<file path="config.mk">
export PLATFORM = sky130hd
export DESIGN_NAME = modbus_read_request_framer
export DESIGN_NICKNAME = d
export VERILOG_FILES = /design/src/hw/rtl/mrf_pkg.sv /design/src/hw/rtl/mrf_front.sv /design/src/hw/rtl/mrf_queue.sv /design/src/hw/rtl/mrf_back.sv /design/src/hw/rtl/modbus_read_request_framer.sv
export SDC_FILE = /design/constraint.sdc
export NUM_CORES = 1
export LEC_CHECK = 0
export ABC_CLOCK_PERIOD_IN_PS = 5100
export CORE_MARGIN = 2
export CORE_UTILIZATION = 54
export DETAILED_ROUTE_END_ITERATION = 7
export DONT_BUFFER_PORTS = 1
export GPL_TIMING_DRIVEN = 1
export PLACE_DENSITY = 0.69
export SLEW_MARGIN = 20
export SYNTH_ARGS = -nofsm -noshare
export SYNTH_HDL_FRONTEND = slang
export SYNTH_SLANG_ARGS = --single-unit
</file>
<file path="constraint.sdc">
create_clock -name clk_i -period 5.1 [get_ports clk_i]
set_input_delay 1.02 -clock clk_i [delete_from_list [all_inputs] [get_ports clk_i]]
set_output_delay 1.02 -clock clk_i [all_outputs]
set_load 0.02 [all_outputs]
</file>
<file path="src/hw/rtl/mrf_pkg.sv">
// ----------------------------------------------------------------------------
// mrf_pkg
// Shared types, constants and the CRC byte update for the read request framer.
// ----------------------------------------------------------------------------
package mrf_pkg;

  localparam int unsigned FrameLen   = 8;
  localparam int unsigned BodyLen    = 6;
  localparam int unsigned IdxW       = $clog2(FrameLen);
  localparam int unsigned QueueDepth = 2;
  localparam int unsigned QPtrW      = $clog2(QueueDepth);
  localparam int unsigned QCntW      = $clog2(QueueDepth + 1);

  localparam logic [7:0]  FuncReadHolding = 8'h03;
  localparam logic [7:0]  SlaveReset      = 8'd170;
  localparam logic [15:0] CrcInit         = 16'hFFFF;
  localparam logic [15:0] CrcPoly         = 16'hA001;

  typedef struct packed {
    logic [7:0]  slave;
    logic [15:0] addr;
    logic [15:0] count;
  } req_t;

  function automatic logic [15:0] crc16_byte(input logic [15:0] crc,
                                             input logic [7:0]  data);
    logic [15:0] acc;
    acc = crc ^ {8'h00, data};
    for (int b = 0; b < 8; b++) begin
      if (acc[0]) begin
        acc = (acc >> 1) ^ CrcPoly;
      end else begin
        acc = acc >> 1;
      end
    end
    return acc;
  endfunction

endpackage

</file>
<file path="src/hw/rtl/mrf_front.sv">
// ----------------------------------------------------------------------------
// mrf_front
// Request intake: holds the slave address register and stages each request.
// ----------------------------------------------------------------------------
module mrf_front
  import mrf_pkg::*;
(
  input  logic        clk_i,
  input  logic        rst_ni,
  input  logic        cfg_valid_i,
  output logic        cfg_ready_o,
  input  logic [7:0]  cfg_data_i,
  input  logic        in_valid_i,
  output logic        in_ready_o,
  input  logic [15:0] start_address_i,
  input  logic [15:0] register_count_i,
  output logic        req_valid_o,
  input  logic        req_ready_i,
  output req_t        req_o
);

  logic [7:0] slave_q, slave_d;
  logic       vld_q, vld_d;
  req_t       req_q, req_d;
  logic       take;

  assign cfg_ready_o = 1'b1;
  assign in_ready_o  = !vld_q || req_ready_i;
  assign take        = in_valid_i && in_ready_o;

  always_comb begin
    slave_d = slave_q;
    if (cfg_valid_i) begin
      slave_d = cfg_data_i;
    end
    vld_d = vld_q;
    if (req_ready_i) begin
      vld_d = 1'b0;
    end
    if (take) begin
      vld_d = 1'b1;
    end
    req_d = req_q;
    if (take) begin
      req_d.slave = slave_q;
      req_d.addr  = start_address_i;
      req_d.count = register_count_i;
    end
  end

  always_ff @(posedge clk_i or negedge rst_ni) begin
    if (!rst_ni) begin
      slave_q <= SlaveReset;
      vld_q   <= 1'b0;
    end else begin
      slave_q <= slave_d;
      vld_q   <= vld_d;
    end
  end

  always_ff @(posedge clk_i) begin
    req_q <= req_d;
  end

  assign req_valid_o = vld_q;
  assign req_o       = req_q;

endmodule

</file>
<file path="src/hw/rtl/mrf_queue.sv">
// ----------------------------------------------------------------------------
// mrf_queue
// Short request queue between intake and frame serializer.
// ----------------------------------------------------------------------------
module mrf_queue
  import mrf_pkg::*;
(
  input  logic clk_i,
  input  logic rst_ni,
  input  logic push_valid_i,
  output logic push_ready_o,
  input  req_t push_data_i,
  output logic pop_valid_o,
  input  logic pop_ready_i,
  output req_t pop_data_o
);

  req_t             mem_q [QueueDepth];
  logic [QPtrW-1:0] wr_q, wr_d, rd_q, rd_d;
  logic [QCntW-1:0] cnt_q, cnt_d;
  logic             push, pop;

  assign push_ready_o = cnt_q != QCntW'(QueueDepth);
  assign pop_valid_o  = cnt_q != '0;
  assign push         = push_valid_i && push_ready_o;
  assign pop          = pop_valid_o && pop_ready_i;
  assign pop_data_o   = mem_q[rd_q];

  always_comb begin
    wr_d  = wr_q;
    rd_d  = rd_q;
    cnt_d = cnt_q;
    if (push) begin
      wr_d = (wr_q == QPtrW'(QueueDepth - 1)) ? '0 : wr_q + 1'b1;
    end
    if (pop) begin
      rd_d = (rd_q == QPtrW'(QueueDepth - 1)) ? '0 : rd_q + 1'b1;
    end
    if (push && !pop) begin
      cnt_d = cnt_q + 1'b1;
    end else if (pop && !push) begin
      cnt_d = cnt_q - 1'b1;
    end
  end

  always_ff @(posedge clk_i or negedge rst_ni) begin
    if (!rst_ni) begin
      wr_q  <= '0;
      rd_q  <= '0;
      cnt_q <= '0;
    end else begin
      wr_q  <= wr_d;
      rd_q  <= rd_d;
      cnt_q <= cnt_d;
    end
  end

  always_ff @(posedge clk_i) begin
    if (push) begin
      mem_q[wr_q] <= push_data_i;
    end
  end

endmodule

</file>
<file path="src/hw/rtl/mrf_back.sv">
// ----------------------------------------------------------------------------
// mrf_back
// Frame serializer: emits eight bytes per request, CRC built one byte a cycle unless the output stalls.
// ----------------------------------------------------------------------------
module mrf_back
  import mrf_pkg::*;
(
  input  logic       clk_i,
  input  logic       rst_ni,
  input  logic       req_valid_i,
  output logic       req_ready_o,
  input  req_t       req_i,
  output logic       out_valid_o,
  input  logic       out_ready_i,
  output logic [7:0] frame_byte_o,
  output logic       last_byte_o
);

  localparam logic [IdxW-1:0] LastIdx = IdxW'(FrameLen - 1);
  localparam logic [IdxW-1:0] BodyEnd = IdxW'(BodyLen);

  req_t            req_q, req_d;
  logic            busy_q, busy_d;
  logic [IdxW-1:0] idx_q, idx_d;
  logic [15:0]     crc_q, crc_d;
  logic            ovld_q, ovld_d;
  logic [7:0]      obyte_q, obyte_d;
  logic            olast_q, olast_d;

  logic        ld, emit, pop;
  logic [7:0]  byte_sel;
  logic [15:0] crc_base, crc_next;

  assign ld          = !ovld_q || out_ready_i;
  assign emit        = busy_q && ld;
  assign req_ready_o = !busy_q || (emit && idx_q == LastIdx);
  assign pop         = req_valid_i && req_ready_o;

  always_comb begin
    case (idx_q)
      3'd0:    byte_sel = req_q.slave;
      3'd1:    byte_sel = FuncReadHolding;
      3'd2:    byte_sel = req_q.addr[15:8];
      3'd3:    byte_sel = req_q.addr[7:0];
      3'd4:    byte_sel = req_q.count[15:8];
      3'd5:    byte_sel = req_q.count[7:0];
      3'd6:    byte_sel = crc_q[7:0];
      default: byte_sel = crc_q[15:8];
    endcase
    crc_base = (idx_q == '0) ? CrcInit : crc_q;
    crc_next = crc16_byte(crc_base, byte_sel);
  end

  always_comb begin
    req_d   = pop ? req_i : req_q;
    busy_d  = busy_q;
    idx_d   = idx_q;
    crc_d   = crc_q;
    ovld_d  = ovld_q;
    obyte_d = obyte_q;
    olast_d = olast_q;
    if (ld) begin
      ovld_d = busy_q;
    end
    if (emit) begin
      obyte_d = byte_sel;
      olast_d = idx_q == LastIdx;
      idx_d   = (idx_q == LastIdx) ? '0 : idx_q + 1'b1;
      if (idx_q < BodyEnd) begin
        crc_d = crc_next;
      end
      if (idx_q == LastIdx) begin
        busy_d = 1'b0;
      end
    end
    if (pop) begin
      busy_d = 1'b1;
    end
  end

  always_ff @(posedge clk_i or negedge rst_ni) begin
    if (!rst_ni) begin
      busy_q <= 1'b0;
      idx_q  <= '0;
      ovld_q <= 1'b0;
    end else begin
      busy_q <= busy_d;
      idx_q  <= idx_d;
      ovld_q <= ovld_d;
    end
  end

  always_ff @(posedge clk_i) begin
    req_q   <= req_d;
    crc_q   <= crc_d;
    obyte_q <= obyte_d;
    olast_q <= olast_d;
  end

  assign out_valid_o  = ovld_q;
  assign frame_byte_o = obyte_q;
  assign last_byte_o  = olast_q;

  a_idle_idx: assert property (@(posedge clk_i) disable iff (!rst_ni)
    !busy_q |-> idx_q == '0)
    else $error("byte index not at frame start while idle");

  a_pop_boundary: assert property (@(posedge clk_i) disable iff (!rst_ni)
    pop |-> !busy_q || idx_q == LastIdx)
    else $error("request taken in the middle of a frame");

  a_last_flag: assert property (@(posedge clk_i) disable iff (!rst_ni)
    emit && idx_q == LastIdx |=> ovld_q && olast_q)
    else $error("eighth byte not flagged as last");

endmodule

</file>
<file path="src/hw/rtl/modbus_read_request_framer.sv">
// ----------------------------------------------------------------------------
// modbus_read_request_framer
// Modbus RTU read holding registers request framer with CRC-16/MODBUS.
// ----------------------------------------------------------------------------
// Channel   Dir  Handshake              Payload
// cfg       in   cfg_valid_i/cfg_ready_o  cfg_data_i (slave address)
// in        in   in_valid_i/in_ready_o    start_address_i, register_count_i
// out       out  out_valid_o/out_ready_i  frame_byte_o, last_byte_o
//
// Each request gives eight output bytes, one per cycle unless the output stalls;
// a new request is taken as the last byte of a frame loads, so frames run back to back.
// A request passes the intake register and the queue before the serializer loads its bytes.
// A two-entry queue lets intake run ahead while a frame is being sent.
// Reset is asynchronous, active low; slave address resets to 170.
// Output stalls hold the current byte; the CRC advances only as bytes load.
// ----------------------------------------------------------------------------
module modbus_read_request_framer
  import mrf_pkg::*;
(
  input  logic        clk_i,
  input  logic        rst_ni,
  input  logic        cfg_valid_i,
  output logic        cfg_ready_o,
  input  logic [7:0]  cfg_data_i,
  input  logic        in_valid_i,
  output logic        in_ready_o,
  input  logic [15:0] start_address_i,
  input  logic [15:0] register_count_i,
  output logic        out_valid_o,
  input  logic        out_ready_i,
  output logic [7:0]  frame_byte_o,
  output logic        last_byte_o
);

  logic f_valid, f_ready;
  req_t f_req;
  logic q_valid, q_ready;
  req_t q_req;

  mrf_front u_front (
    .clk_i            (clk_i),
    .rst_ni           (rst_ni),
    .cfg_valid_i      (cfg_valid_i),
    .cfg_ready_o      (cfg_ready_o),
    .cfg_data_i       (cfg_data_i),
    .in_valid_i       (in_valid_i),
    .in_ready_o       (in_ready_o),
    .start_address_i  (start_address_i),
    .register_count_i (register_count_i),
    .req_valid_o      (f_valid),
    .req_ready_i      (f_ready),
    .req_o            (f_req)
  );

  mrf_queue u_queue (
    .clk_i        (clk_i),
    .rst_ni       (rst_ni),
    .push_valid_i (f_valid),
    .push_ready_o (f_ready),
    .push_data_i  (f_req),
    .pop_valid_o  (q_valid),
    .pop_ready_i  (q_ready),
    .pop_data_o   (q_req)
  );

  mrf_back u_back (
    .clk_i        (clk_i),
    .rst_ni       (rst_ni),
    .req_valid_i  (q_valid),
    .req_ready_o  (q_ready),
    .req_i        (q_req),
    .out_valid_o  (out_valid_o),
    .out_ready_i  (out_ready_i),
    .frame_byte_o (frame_byte_o),
    .last_byte_o  (last_byte_o)
  );

endmodule

</file>
==> out/results.tsv <==
metric	value	unit
YS warnings	0	
clk root buf	clkbuf_16	
GP Congestion	0.907	
GRT overflow	0	
Psw	1.80	mW
number of I/O pins	57	
Pre-Repair DR Iteration Count	4	
sequential area share after synthesis	78.2	%
fin nets	469	
H-tree depth	1	
clk buf depth	3	
most frequent cells in the layout	edfxtp_1, mux2_2, clkbuf_16	
Final Hold Violating Endpoints	0	
syn nets	456	
TritonCTS clock tree	built	
Clk pin slew, worst setup/hold paths	0.06	ns
Distinct cells, synth	38	
crit path max fanout	25	
clock share of power	23.1	%
initial antenna violation count	0	
asr flop ratio synth	8.87	%
Die X-Extent	123	um
Seq pwr share	43.9	%
FF+latch count, synth	203	
Synth Flop Type	edfxtp_1	
Critical Path End Type	flip-flop	
endpoints failing setup	0	
Power Dens Cells	737	nW/um^2
total negative slack	0	ns
vias in the first global route	3441	
die area	15200	um^2
P&R area growth vs syn	11.8	%
Clock Skews	0.00879	ns
CTS buffer count	21	
Fin Hold WS	0.238	ns
Worst Hold Class	in -> async	
max-cap violations	0	
hold buffers post-CTS	0	
Post-CTS Setup Bufs	0	
Syn Std Cell Area	7690	um^2
Final min period	3.60	ns
antenna cells	0	
fmax	0.278	GHz
initial DRC count	199	
post-route ant nets	0	
Routed Wire Length	11.5	mm
GRT Total Usage	15.9	%
Placed Instance Area	7900	um^2
Worst EP arrival	3.81	ns
largest net degree at the start of global routing	42	
Mapped Avg Cell Area	19.0	um^2
number of buffers added on ports	0	
Final Non-Filler Cells	611	
Pint	4.53	mW
worst skew pair latency	0.47	ns
Wirelength per Cell	18.8	um
CP startpoint kind	flip-flop	
fin area	8590	um^2
Initial Util	55.4	%
Slew Limit Fails	0	
global-route wire length before repair	18.2	mm
fin crit share	70.5	%
EDFF count, synth	185	
Worst slew margin	36.5	%
row count	43	
Post-DP HPWL	7.39	mm
Residual DRC	0	
outcome	finished clean	
Clock Sinks	203	
post_cts resized	0	
Sw Ratio	28.5	%
Leak Pwr	2.93	nW
core region area	13900	um^2
most common cell after layout, fill and taps aside	edfxtp_1	
WP data required	5.31	ns
Die Y	123	um
critical path type	reg -> reg	
Tightest Pin Transition	0.952	ns
RSZ-0062 raised after global routing	no	
share of layout cells above drive strength 1	27.6	%
worst vdd ir	580	uV
Gate Count Post-Synth	404	
total power	6.34	mW
Avg Vias per Cell	5.40	
proportion of power drawn by combinational gates	33.0	%
via count	3301	
dpl cells	574	
==> power by group through the flow <==
stage,Clock (mW),Sequential (mW),Combinational [mW]
final,1.46,2.78,2.09
after CTS,1.50,2.79,2.11
after detailed placement,0,2.82,2.10
after global routing,1.57,2.83,2.29
after floorplan,0,2.75,1.77
after global placement,0,2.80,2.02
==> metrics by stage <==
stage	setup slack (ns)	utilization, %
floorplan	1.74	-
global placement	1.65	56.7
detailed placement	1.57	56.9
CTS	1.55	61.9
global route	1.35	61.9
finish	1.50	61.9
==> kinds of logic after synthesis <==
group                    after synthesis  share of synthesized area [%]
flip-flops                           203                           78.2
multiplexers                          57                           8.35
AND/OR/NAND/NOR                       50                           3.04
XOR/XNOR                              32                           4.02
AO/OA/AOI/OAI                         31                           3.71
buffers and inverters                 23                           1.51
adder cells (fa/ha/maj)                7                           1.14
other                                  1                         0.0488
==> flip-flops by register name, indices dropped and copies added, names as in the netlist <==
signal               cells
u_back.idx_q             3
u_back.out_valid_o       1
u_queue.cnt_q            2
u_back.crc_q            16
u_queue.rd_q             1
u_back.req_q            40
u_queue.wr_q             1
u_queue.mem_q           80
u_back.busy_q            1
u_back.last_byte_o       1
u_front.req_valid_o      1
u_front.req_o           40
u_back.frame_byte_o      8
u_front.slave_q          8
==> per-layer routing <==
| layer | track usage, % | share of wire, % | vias up |
|---|---|---|---|
| li1 | - | - | 1561 |
| met1 | 22.4 | 45 | 1631 |
| met2 | 25.4 | 49 | 85 |
| met3 | 2.72 | 4.3 | 24 |
| met4 | 5.40 | 2.2 | 0 |
| met5 | 0 | 0 | - |
==> layout make-up <==
cell class | instances | area [um^2]
clock inverter | 9 | 80.1
fill | 982 | 5290
multi-input combinational | 178 | 1570
clock buffer | 28 | 612
inverter | 7 | 26.3
sequential | 203 | 6010
timing repair buffer | 6 | 65.1
tap | 180 | 225
==> synthesized netlist by cell type, types with 3 or more instances <==
library cell	instances	area, um^2
a21oi_1	3	15.0
a222oi_1	6	60.1
a22o_1	3	26.3
buf_1	3	11.3
buf_2	3	15.0
buf_6	3	33.8
clkbuf_1	6	22.5
dfrtp_1	14	350
dfstp_2	4	105
edfxtp_1	185	5560
ha_1	7	87.6
inv_1	7	26.3
mux2_2	57	642
nand2_1	13	48.8
nand2b_1	4	25.0
nor2_1	21	78.8
o21ai_0	4	20.0
or2_2	5	31.3
xnor2_1	20	175
xor2_1	10	87.6
==> critical path, cell delays in order, from the launching register on <==
cell and delay (ns):
dfrtp_1 0.32, buf_4 0.28, inv_1 0.10, ha_1 0.33
or4_4 0.69, o32a_2 0.28, xor2_1 0.18, xnor2_1 0.27
xnor3_2 0.52, xnor3_1 0.36
==> final timing paths <==
kind                                                   from                             end  slack (ns)  cells past startpoint
worst max-delay path            u_back.idx_q[2]$_DFFE_PN0P_       u_back.crc_q[0]$_DFFE_PP_        1.50                      9
worst min-delay path                                 rst_ni  u_front.slave_q[4]$_DFFE_PN0P_        0.24                      0
worst max register to register  u_back.idx_q[2]$_DFFE_PN0P_       u_back.crc_q[0]$_DFFE_PP_        1.50                      9
worst min register to register  u_front.req_o[15]$_DFFE_PP_  u_queue.mem_q[0][15]$_DFFE_PP_        0.44                      0
max in group asynchronous                            rst_ni  u_front.slave_q[7]$_DFFE_PN1P_        4.69                      0
min in group clk_i              u_front.req_o[15]$_DFFE_PP_  u_queue.mem_q[0][15]$_DFFE_PP_        0.44                      0
(Power assumes the default switching activity.)
